`src/sv/assert_macros.svh`:
```
// assertion macros for the rtl files, included by idq_ctrl
`ifndef ASSERT_MACROS_SVH
`define ASSERT_MACROS_SVH

`ifndef SYNTHESIS

// property must hold at every rising clock edge outside reset
`define ASSERT_PROP(name, clk, rst, prop) \
  name: assert property (@(posedge clk) disable iff (rst) prop) \
    else $error("assertion failed");

// expression must never be true outside reset
`define ASSERT_NEVER(name, clk, rst, expr) \
  name: assert property (@(posedge clk) disable iff (rst) !(expr)) \
    else $error("forbidden condition seen");

`else

`define ASSERT_PROP(name, clk, rst, prop)
`define ASSERT_NEVER(name, clk, rst, expr)

`endif

`endif

```
`src/sv/idq_pkg.sv`:
```
// shared types and constants of the integer deque with search
package idq_pkg;

  localparam int DEPTH_DEF = 16;
  localparam int VALUE_W   = 32;
  localparam int COUNT_W   = 5;
  localparam int OPCODE_W  = 3;

  localparam logic [OPCODE_W-1:0] OP_PUSH_FRONT = 3'd0;
  localparam logic [OPCODE_W-1:0] OP_PUSH_BACK  = 3'd1;
  localparam logic [OPCODE_W-1:0] OP_POP_FRONT  = 3'd2;
  localparam logic [OPCODE_W-1:0] OP_POP_BACK   = 3'd3;
  localparam logic [OPCODE_W-1:0] OP_SEARCH     = 3'd4;

  typedef enum logic [1:0] {
    ST_OK    = 2'd0,
    ST_FULL  = 2'd1,
    ST_EMPTY = 2'd2,
    ST_MISS  = 2'd3
  } status_t;

  typedef enum logic [2:0] {
    S_IDLE,
    S_EXEC,
    S_SCAN,
    S_FETCH,
    S_LOAD
  } state_t;

  typedef struct packed {
    logic rd_en;
    logic wr_en;
  } mem_ctl_t;

endpackage

```
`src/sv/integer_deque_with_search.sv`:
```
// top level of the integer deque with search
//
// bounded double-ended queue of signed 32-bit numbers kept in a ring store
// command channel: cmd_valid / cmd_stall with opcode and value; one
// transaction per command (push front, push back, pop front, pop back,
// search); unused opcodes leave the queue untouched and report ok
// result channel: res_valid / res_stall with status, count, front_value
// and front_valid; exactly one result transaction per command
// a push or a pop passes execute, front read and result load before its
// result reaches the result register; a search executes, scans the stored
// entries until a hit or the last, then does front read and result load;
// the single compare unit checks one store entry per cycle behind
// the read port of the ring store
// a new command is taken in the cycle after the result loads, while the
// previous result may still wait in the output register
// a stalled result holds; the next command's result waits in the
// sequencer until the output register is free
// reset empties the queue at once (head and count cleared); store
// contents are not cleared and no clearing pass is needed
module integer_deque_with_search
  import idq_pkg::*;
#(
  parameter int DEPTH = DEPTH_DEF
) (
  input  logic                       clk,
  input  logic                       rst,
  input  logic                       cmd_valid,
  output logic                       cmd_stall,
  input  logic        [OPCODE_W-1:0] opcode,
  input  logic signed [VALUE_W-1:0]  value,
  output logic                       res_valid,
  input  logic                       res_stall,
  output logic        [1:0]          status,
  output logic        [COUNT_W-1:0]  count,
  output logic signed [VALUE_W-1:0]  front_value,
  output logic                       front_valid
);

  localparam int AW = $clog2(DEPTH);
  localparam int CW = $clog2(DEPTH + 1);

  mem_ctl_t           mem_ctl;
  logic [AW-1:0]      wr_addr;
  logic [VALUE_W-1:0] wr_data;
  logic [AW-1:0]      rd_addr;
  logic [VALUE_W-1:0] rd_data;

  idq_ctrl #(
    .DEPTH (DEPTH),
    .AW    (AW),
    .CW    (CW)
  ) u_ctrl (
    .clk         (clk),
    .rst         (rst),
    .cmd_valid   (cmd_valid),
    .cmd_stall   (cmd_stall),
    .opcode      (opcode),
    .value       (value),
    .res_valid   (res_valid),
    .res_stall   (res_stall),
    .status      (status),
    .count       (count),
    .front_value (front_value),
    .front_valid (front_valid),
    .mem_ctl     (mem_ctl),
    .wr_addr     (wr_addr),
    .wr_data     (wr_data),
    .rd_addr     (rd_addr),
    .rd_data     (rd_data)
  );

  idq_store #(
    .DEPTH (DEPTH),
    .AW    (AW)
  ) u_store (
    .clk     (clk),
    .ctl     (mem_ctl),
    .wr_addr (wr_addr),
    .wr_data (wr_data),
    .rd_addr (rd_addr),
    .rd_data (rd_data)
  );

endmodule

```
`src/sv/idq_store.sv`:
```
// ring store: one write port and one registered read port
module idq_store
  import idq_pkg::*;
#(
  parameter int DEPTH = DEPTH_DEF,
  parameter int AW    = $clog2(DEPTH)
) (
  input  logic               clk,
  input  mem_ctl_t           ctl,
  input  logic [AW-1:0]      wr_addr,
  input  logic [VALUE_W-1:0] wr_data,
  input  logic [AW-1:0]      rd_addr,
  output logic [VALUE_W-1:0] rd_data
);

  logic [VALUE_W-1:0] mem [DEPTH];

  always_ff @(posedge clk) begin
    if (ctl.wr_en) begin
      mem[wr_addr] <= wr_data;
    end
  end

  always_ff @(posedge clk) begin
    if (ctl.rd_en) begin
      rd_data <= mem[rd_addr];
    end
  end

endmodule

```
`src/sv/idq_ctrl.sv`:
```
// sequencer, pointers, search compare and result register of the deque
`include "assert_macros.svh"

module idq_ctrl
  import idq_pkg::*;
#(
  parameter int DEPTH = DEPTH_DEF,
  parameter int AW    = $clog2(DEPTH),
  parameter int CW    = $clog2(DEPTH + 1)
) (
  input  logic                       clk,
  input  logic                       rst,
  input  logic                       cmd_valid,
  output logic                       cmd_stall,
  input  logic        [OPCODE_W-1:0] opcode,
  input  logic signed [VALUE_W-1:0]  value,
  output logic                       res_valid,
  input  logic                       res_stall,
  output logic        [1:0]          status,
  output logic        [COUNT_W-1:0]  count,
  output logic signed [VALUE_W-1:0]  front_value,
  output logic                       front_valid,
  output mem_ctl_t                   mem_ctl,
  output logic        [AW-1:0]       wr_addr,
  output logic        [VALUE_W-1:0]  wr_data,
  output logic        [AW-1:0]       rd_addr,
  input  logic        [VALUE_W-1:0]  rd_data
);

  localparam logic [CW-1:0] FULL_C = CW'(DEPTH);
  localparam logic [AW-1:0] LAST_C = AW'(DEPTH - 1);
  localparam logic [AW:0]   WRAP_C = (AW + 1)'(DEPTH);

  state_t               state, state_next;
  logic [OPCODE_W-1:0]  op;
  logic [VALUE_W-1:0]   val;
  logic [AW-1:0]        head, head_next;
  logic [CW-1:0]        cnt, cnt_next;
  logic [AW-1:0]        ptr, ptr_next;
  logic [CW-1:0]        left, left_next;
  status_t              stat, stat_next;
  logic                 res_load;
  logic                 hit;
  logic [AW:0]          tail_sum;
  logic [AW-1:0]        tail;
  logic [AW-1:0]        head_dec;
  logic [AW-1:0]        head_inc;
  logic [AW-1:0]        ptr_inc;

  // the shared compare unit, one stored entry per cycle
  assign hit = (rd_data == val);

  assign tail_sum = (AW + 1)'(head) + (AW + 1)'(cnt);
  assign tail     = (tail_sum >= WRAP_C) ? AW'(tail_sum - WRAP_C) : AW'(tail_sum);
  assign head_dec = (head == '0) ? LAST_C : head - 1'b1;
  assign head_inc = (head == LAST_C) ? '0 : head + 1'b1;
  assign ptr_inc  = (ptr == LAST_C) ? '0 : ptr + 1'b1;

  assign cmd_stall = (state != S_IDLE);

  always_comb begin
    state_next = state;
    case (state)
      S_IDLE: begin
        if (cmd_valid) state_next = S_EXEC;
      end
      S_EXEC: begin
        if (op == OP_SEARCH && cnt != '0) state_next = S_SCAN;
        else state_next = S_FETCH;
      end
      S_SCAN: begin
        if (hit || left == '0) state_next = S_FETCH;
      end
      S_FETCH: state_next = S_LOAD;
      S_LOAD: begin
        if (!res_valid || !res_stall) state_next = S_IDLE;
      end
      default: state_next = S_IDLE;
    endcase
  end

  always_comb begin
    head_next     = head;
    cnt_next      = cnt;
    ptr_next      = ptr;
    left_next     = left;
    stat_next     = stat;
    mem_ctl.rd_en = 1'b0;
    mem_ctl.wr_en = 1'b0;
    wr_addr       = tail;
    wr_data       = val;
    rd_addr       = head;
    res_load      = 1'b0;
    case (state)
      S_EXEC: begin
        stat_next = ST_OK;
        case (op)
          OP_PUSH_FRONT: begin
            if (cnt == FULL_C) begin
              stat_next = ST_FULL;
            end else begin
              head_next     = head_dec;
              wr_addr       = head_dec;
              mem_ctl.wr_en = 1'b1;
              cnt_next      = cnt + 1'b1;
            end
          end
          OP_PUSH_BACK: begin
            if (cnt == FULL_C) begin
              stat_next = ST_FULL;
            end else begin
              wr_addr       = tail;
              mem_ctl.wr_en = 1'b1;
              cnt_next      = cnt + 1'b1;
            end
          end
          OP_POP_FRONT: begin
            if (cnt == '0) begin
              stat_next = ST_EMPTY;
            end else begin
              head_next = head_inc;
              cnt_next  = cnt - 1'b1;
            end
          end
          OP_POP_BACK: begin
            if (cnt == '0) begin
              stat_next = ST_EMPTY;
            end else begin
              cnt_next = cnt - 1'b1;
            end
          end
          OP_SEARCH: begin
            stat_next = ST_MISS;
            // first read goes out now, compare starts next cycle
            if (cnt != '0) begin
              mem_ctl.rd_en = 1'b1;
              rd_addr       = head;
              ptr_next      = head_inc;
              left_next     = cnt - 1'b1;
            end
          end
          default: stat_next = ST_OK;
        endcase
      end
      S_SCAN: begin
        if (hit) begin
          stat_next = ST_OK;
        end else if (left != '0) begin
          mem_ctl.rd_en = 1'b1;
          rd_addr       = ptr;
          ptr_next      = ptr_inc;
          left_next     = left - 1'b1;
        end
      end
      S_FETCH: begin
        mem_ctl.rd_en = 1'b1;
        rd_addr       = head;
      end
      S_LOAD: begin
        res_load = !res_valid || !res_stall;
      end
      default: begin
        res_load = 1'b0;
      end
    endcase
  end

  always_ff @(posedge clk) begin
    if (rst) begin
      state     <= S_IDLE;
      head      <= '0;
      cnt       <= '0;
      res_valid <= 1'b0;
    end else begin
      state <= state_next;
      head  <= head_next;
      cnt   <= cnt_next;
      if (res_load) begin
        res_valid <= 1'b1;
      end else if (!res_stall) begin
        res_valid <= 1'b0;
      end
    end
  end

  always_ff @(posedge clk) begin
    if (state == S_IDLE && cmd_valid) begin
      op  <= opcode;
      val <= value;
    end
    ptr  <= ptr_next;
    left <= left_next;
    stat <= stat_next;
    if (res_load) begin
      status      <= stat;
      count       <= COUNT_W'(cnt);
      front_valid <= (cnt != '0);
      front_value <= (cnt != '0) ? rd_data : '0;
    end
  end

  `ASSERT_PROP(a_cnt_bound, clk, rst, cnt <= FULL_C)
  `ASSERT_PROP(a_scan_in_range, clk, rst, state == S_SCAN |-> left < cnt)
  `ASSERT_PROP(a_accept_exec, clk, rst, cmd_valid && !cmd_stall |=> state == S_EXEC)
  `ASSERT_PROP(a_full_push_keeps, clk, rst,
    state == S_EXEC && cnt == FULL_C && (op == OP_PUSH_FRONT || op == OP_PUSH_BACK)
    |=> cnt == $past(cnt) && head == $past(head))
  `ASSERT_NEVER(a_write_outside_exec, clk, rst, mem_ctl.wr_en && state != S_EXEC)

endmodule
```
`config.mk`:
```
export PLATFORM = sky130hd
export DESIGN_NAME = integer_deque_with_search
export DESIGN_NICKNAME = d
export VERILOG_FILES = /design/src/sv/idq_pkg.sv /design/src/sv/integer_deque_with_search.sv /design/src/sv/idq_store.sv /design/src/sv/idq_ctrl.sv
export VERILOG_INCLUDE_DIRS = /design/src /design/src/sv
export SDC_FILE = /design/constraint.sdc
export NUM_CORES = 1
export LEC_CHECK = 0
export BUFFER_PORTS_ARGS = -buffer_cell sky130_fd_sc_hd__buf_2
export CAP_MARGIN = 20
export CORE_MARGIN = 2
export CORE_UTILIZATION = 30
export CTS_BUF_LIST = sky130_fd_sc_hd__clkbuf_16
export DETAILED_ROUTE_END_ITERATION = 10
export SYNTH_ARGS = -nofsm -noshare
export SYNTH_HDL_FRONTEND = slang
export SYNTH_SLANG_ARGS = --single-unit
```
`constraint.sdc`:
```
create_clock -name clk -period 12.5 [get_ports clk]
set_input_delay 0.625 -clock clk [delete_from_list [all_inputs] [get_ports clk]]
set_output_delay 0.625 -clock clk [all_outputs]
set_load 0.05 [all_outputs]
```
After elaboration in Yosys (flattened, before gate mapping)
Memories as Yosys holds them, arrays and structs flattened. A register that Yosys moved wholly into a read port is not among the register bits.
Cells that the tools add are included.
{ "totals": {"reg_bits": 99, "latch_bits": 0, "mem_bits_rw": 512, "rom_bits": 0, "in_bits": 39, "word_cells": 121, "memories": 1} }
{ "classes": {"n_addsub": 8, "mul": 0, "n_div": 0, "magnitude_cmp": 1, "eq_ne": 25, "n_shift": 0, "muxes": 49, "n_bitwise": 0, "reduce_logical": 24} }
{ "memory_table": {"columns": ["name", "depth", "word_bits", "read_ports", "rd_ports_with_merged_regs", "write_ports", "line_no", "source"], "rows": [
  ["u_store.mem", 16, 32, 1, 1, 1, "idq_store.sv:16", "logic [VALUE_W-1:0] mem [DEPTH];"]
]} }
{ "ops": {"columns": ["op", "count"], "rows": [
  ["two-way mux 4 bit", 16],
  ["equality test 32 bit", 1],
  ["two-way mux 5 bit", 6],
  ["one-hot mux 5 bit (2 select lines)", 2],
  ["one-hot mux 4 bit (2 select lines)", 2],
  ["one-hot mux 3 bit (5 select lines)", 1],
  ["two-way mux 1 bit", 14],
  ["!= test 2 x 1 -> 1 bit, second input constant", 7],
  ["equality test 3 x 2 -> 1 bit, second input constant", 4],
  ["!= test 2 bit, second input constant", 6],
  ["logical NOT 5 bit", 2],
  ["nonzero test 5 bit", 2],
  ["subtractor 5 x 1 -> 5 bit, second input constant", 2],
  ["two-way mux 3 bit", 3],
  ["adder 4 x 1 -> 4 bit, second input constant", 2],
  ["equality test 4 bit, second input constant", 2],
  ["AND reduction 4 bit", 2],
  ["subtractor 4 x 1 -> 4 bit, second input constant", 2],
  ["equality test 3 x 1 -> 1 bit, second input constant", 2],
  ["equality test 3 bit, second input constant", 2],
  ["logical NOT 3 bit", 2],
  ["one-hot mux 2 bit (3 select lines)", 1],
  ["nonzero test 2 bit", 3],
  ["adder 4 x 5 -> 5 bit", 1],
  ["other kinds (15)", 20]
]} }

Logic depth before layout (Yosys ltp)
{ "depth": {"word_depth": 6, "mapped_depth": 11, "depth_no_buf": 9} }

Hierarchy
From an unflattened synthesis, not the netlist that was laid out.
{ "hier_totals": {"hier_cells": 1186, "area_unflattened_um2": 24704.9} }
{ "modules_own_cells": {"columns": ["mod", "n_inst", "cells_each", "area_per_inst_um2", "seq_area_each_um2"], "rows": [
  ["idq_store", 1, 838, 20155.6, 16335.7],
  ["idq_ctrl", 1, 348, 4549.4, 2842.7]
]} }

Least setup slack after synthesis
Ideal clock, no wire load.
{ "synth_path": {"kind": "flip-flop to flip-flop", "start": "register u_ctrl.cnt[0]", "end": "register u_store.rd_data[0] (read register of u_store.mem), enable pin", "setup_ns": 0.466, "t_arrival_ns": 3.458, "setup_slack_ns": 8.576, "path_stages_with_launch": 8, "path_buffers": 0, "period_less_slack_ns": 3.924, "cell_sequence": "dfxtp_1 -> inv_1 -> ha_1 -> nand2_1 -> nor2_1 -> nor3_1 -> nor2_1 -> o21ai_0"} }
{ "synth_rtl": {"columns": ["element", "line_no", "source"], "rows": [
  ["start, declared", "idq_ctrl.sv:38", "logic [CW-1:0] cnt, cnt_next;"],
  ["start signal, assigned", "idq_ctrl.sv:177", "cnt <= cnt_next;"],
  ["end, declared", "idq_store.sv:13", "output logic [VALUE_W-1:0] rd_data"]
]} }

Final worst setup path
{ "layout_path": {"start": "register u_ctrl.val[18] (netlist: u_ctrl.wr_data[18])", "end": "register u_store.rd_data[8] (read register of u_store.mem), data pin"} }
{ "layout_between": {"elab_chain_cells": 3, "elab_cells_between_ends": 5} }
{ "layout_rtl": {"columns": ["element", "line_no", "source"], "rows": [
  ["start, declared", "idq_ctrl.sv:36", "logic [VALUE_W-1:0] val;"],
  ["start signal, assigned", "idq_ctrl.sv:189", "val <= value;"],
  ["equality test 32 bit *", "idq_ctrl.sv:51", "assign hit = (rd_data == val);"],
  ["two-way mux 1 bit / two-way mux 4 bit (equally long branches)", "idq_ctrl.sv:146", "if (hit) begin"],
  ["one-hot mux 1 bit (3 select lines) / two-way mux 4 bit (equally long branches)", null, null]
]} }
Mark *: on every way between the ends. The rest lies on a longest branch, timed or not.
A chain may end at the register's enable or synchronous reset.

==> reports/results.txt <==
RSZ-0062 raised after global routing = false
area leader, netlist = edfxtp_1
root buf cell = clkbuf_16
Clock power frac = 0.323
Sw Share = 0.311
CTS HTree Levels = 3
Core Rows = 110
Flop pwr share = 0.466
Syn Inst Count = 2021
nets = 2142
TritonCTS Buffers = 70
Vias per Instance = 5.20
GR Util All Layers = 0.165
power per cell area = 194 nW/um^2
max frequency = 162 MHz
share of cells above drive strength 1 = 0.118
max-slew violations = 0
vias in the first global route = 17.3k
Max Cap Viol = 0
IO Port Bufs = 80
vias after detailed routing = 17.3k
Die Wd = 305 um
DP HPWL = 40800 um
cells resized by post-CTS repair = 0
Critical Path Sink Type = register
CTS tree = done
status = completed
Slew @ Worst Pin = 1.18 ns
dpl cells = 3195
Clk pin slew, worst setup/hold paths = 0.06 ns
critical path startpoint = u_ctrl.wr_data[18]
Critical path buffers and inverters = 1
Syn Nets = 2072
Initial Utilization = 0.303
CP max-delay cell = buf_4
Sink Count = 643
final setup fails = 0
Crit Path Class = reg2reg
# IOs = 81
Synth Register Bits = 643
minimum clock period after layout = 6.16 ns
largest cells by area after synthesis = edfxtp_1 (69%), mux2i_1 (6.3%), nand2_1 (4.3%), a21oi_1 (3.8%), nand2b_1 (2.4%)
area of the multi-input gates = 7710 um^2
DRC errors left = 0
peak supply drop = 0.114 mV
remaining antenna violation count = 0
Stages on worst setup path = 9
final cell count without fillers = 3318
reg-to-reg startpoint = u_ctrl.wr_data[18]
Worst R2R End = u_store.rd_data[8]
Sequential Area = 19200 um^2
core area = 90000 um^2
Synth Warn # = 0
clock latency on the worst-skew pair = 0.61 ns
Cell Chain, Critical Path = xor2_1, nor4_1, nand4_1, o211ai_4, buf_4, mux2_2, o21ai_0, o2111ai_1, or3_1
period utilisation layout = 0.493
Worst Setup EP = u_store.rd_data[8]
Max clock buf depth = 3
filler instances = 8664
initial antenna violation count = 1
pin count of the biggest net entering global routing = 111
Internal Power = 4.18 mW
Hold Fails Final Rpt = 0
Async S/R FF share, synth = 0
EDFF count, synth = 630
sequential share of the synthesized area = 0.704
Synth Cell Area = 27200 um^2
crit path DAT = 6.51 ns
Total Wirelength = 78200 um
GR Overflow Total = 0
Data required, critical path = 12.85 ns
setup TNS = 0 ns
GP Congestion = 0.775
startpoint types = register
Post-CTS Setup Bufs = 0
Initial DRC Count = 1751
DR WL/cell = 23.6 um
die height = 305 um
ANT cells = 0
combinational share of power = 0.211
synth-to-layout area growth = 14.7%
library cells used by synthesis = 50
first-pass detailed-route iteration total = 5
Leak Pwr = 11.2 nW
r2r setup slk = 6.34 ns
Worst Hold Class = in2reg
Worst slew margin = 0.216
Synth top area share = 0.695
Net Sw Power = 1.88 mW
clock skew = 0.0271 ns
die area = 93200 um^2
critical path peak fanout = 78
Reg2Reg Depth = 9
Critical Path Max Stage Delay = 1.03 ns
CTS Hold Buffers Added = 0
Avg Cell Area, Syn = 13.5 um^2
Top delay family on crit path = simple AND/OR/NAND/NOR gates
first-pass GRT wire length = 114000 um
Synth Flop Type = edfxtp_1
## worst reg2reg max path, delay by kind of cell (launching register included)
family / cells / cell delay (ns)
simple gates: 3 / 1.63
mux: 1 / 0.88
flops: 1 / 0.71
xor+xnor: 1 / 0.28
buf+inv: 1 / 1.05
compound gates: 3 / 1.36
## kinds of logic after synthesis
kind of cell	after synthesis	synth area share
buffers and inverters	131	0.0209
DFF	643	0.704
xor gates and xnor gates	52	0.0167
muxes	177	0.0654
AOI/OAI and AO/OA	428	0.0879
and+or+nand+nor	578	0.0993
adders and majority gates	12	0.00579
## cell type report
class / count / area share
Clock buffer: 71 / 0.0569
Clock inverter: 52 / 0.0116
Inverter: 11 / 0.00136
Multi-Input combinational cell: 1247 / 0.247
Sequential cell: 643 / 0.614
Tap cell: 1176 / 0.0471
Timing Repair Buffer: 118 / 0.0223
## per-stage QoR
step / area [um^2] / utilization / hold slack [ns] / worst slack (ns) / power [mW]
floorplan: 27200 / - / 0.400 / 8.58 / 3.63
global placement: 29100 / 0.323 / 0.410 / 6.58 / 4.11
detailed placement: 29100 / 0.323 / 0.415 / 6.42 / 4.14
CTS: 31200 / 0.347 / 0.166 / 6.41 / 6.10
global route: 31200 / 0.347 / 0.177 / 6.22 / 6.29
finish: 31200 / 0.347 / 0.192 / 6.34 / 6.06
## Yosys cell counts, types with 2 or more instances
cell type  instances
edfxtp_1         630
nand2_1          313
a21oi_1          205
mux2i_1          172
o21ai_0          106
nand2b_1         103
clkbuf_1          79
o22ai_1           66
nor2_1            50
xor2_1            38
nor2b_1           37
or3_1             35
o2111ai_1         32
buf_2             29
xnor2_1           14
dfxtp_1           13
ha_1              11
buf_4              9
inv_1              9
nor3_1             9
nor4_1             9
mux2_2             4
nand3_1            4
nand4_1            4
a211oi_1           3
and3_1             3
nor3b_1            3
o21ai_1            3
a21o_1             2
a31oi_1            2
buf_1              2
inv_2              2
nand3b_1           2
or2_1              2
## metal layers
metal	wire, um	part of all wire	vias to the layer above	GRT usage
met4	2870	0.037	0	0.0684
li1	-	-	7650	-
met2	37100	0.47	808	0.270
met3	6090	0.078	162	0.0267
met5	0	0	-	0
met1	32200	0.41	8647	0.217
## cell usage in the layout, fill, tap and decap left out, drive strengths merged, types with 9 or more instances in the layout
master,count
a21oi,205
buf,118
clkbuf,71
clkinv,27
dfxtp,13
edfxtp,630
ha,11
inv,31
mux2i,173
nand2,313
nand2b,103
nor2,50
nor2b,37
nor3,10
nor4,9
o2111ai,32
o21ai,109
o22ai,66
or3,35
xnor2,14
xor2,38
## state kept, by name, summed over array words and instances (netlist names), 2 cells and up
register and flops:
u_store.mem 512, u_ctrl.front_value 32, u_ctrl.wr_data 32, u_store.rd_data 32, u_ctrl.cnt 5, u_ctrl.count 5
u_ctrl.left 5, u_ctrl.head 4, u_ctrl.ptr 4, u_ctrl.op 3, u_ctrl.state 3, u_ctrl.stat 2
u_ctrl.status 2
## power groups by stage
stage	Clock [mW]	Combinational [mW]	Sequential [mW]
CTS	2.00	1.28	2.82
detailed placement	0	1.28	2.86
global route	2.08	1.37	2.84
finish	1.96	1.28	2.82
floorplan	0	0.840	2.79
global placement	0	1.25	2.86
## worst min path at each step
stage | from | depth (start not counted) | to
2_1_floorplan | u_ctrl.stat[0] | 0 | u_ctrl.status[0]
3_3_place_gp | u_ctrl.stat[1] | 0 | u_ctrl.status[1]
3_5_place_dp | u_ctrl.stat[1] | 0 | u_ctrl.status[1]
4_1_cts | value[17] | 1 | u_ctrl.wr_data[17]
5_1_grt | value[17] | 1 | u_ctrl.wr_data[17]
6_report | value[17] | 1 | u_ctrl.wr_data[17]
(Power assumes the default switching activity.)
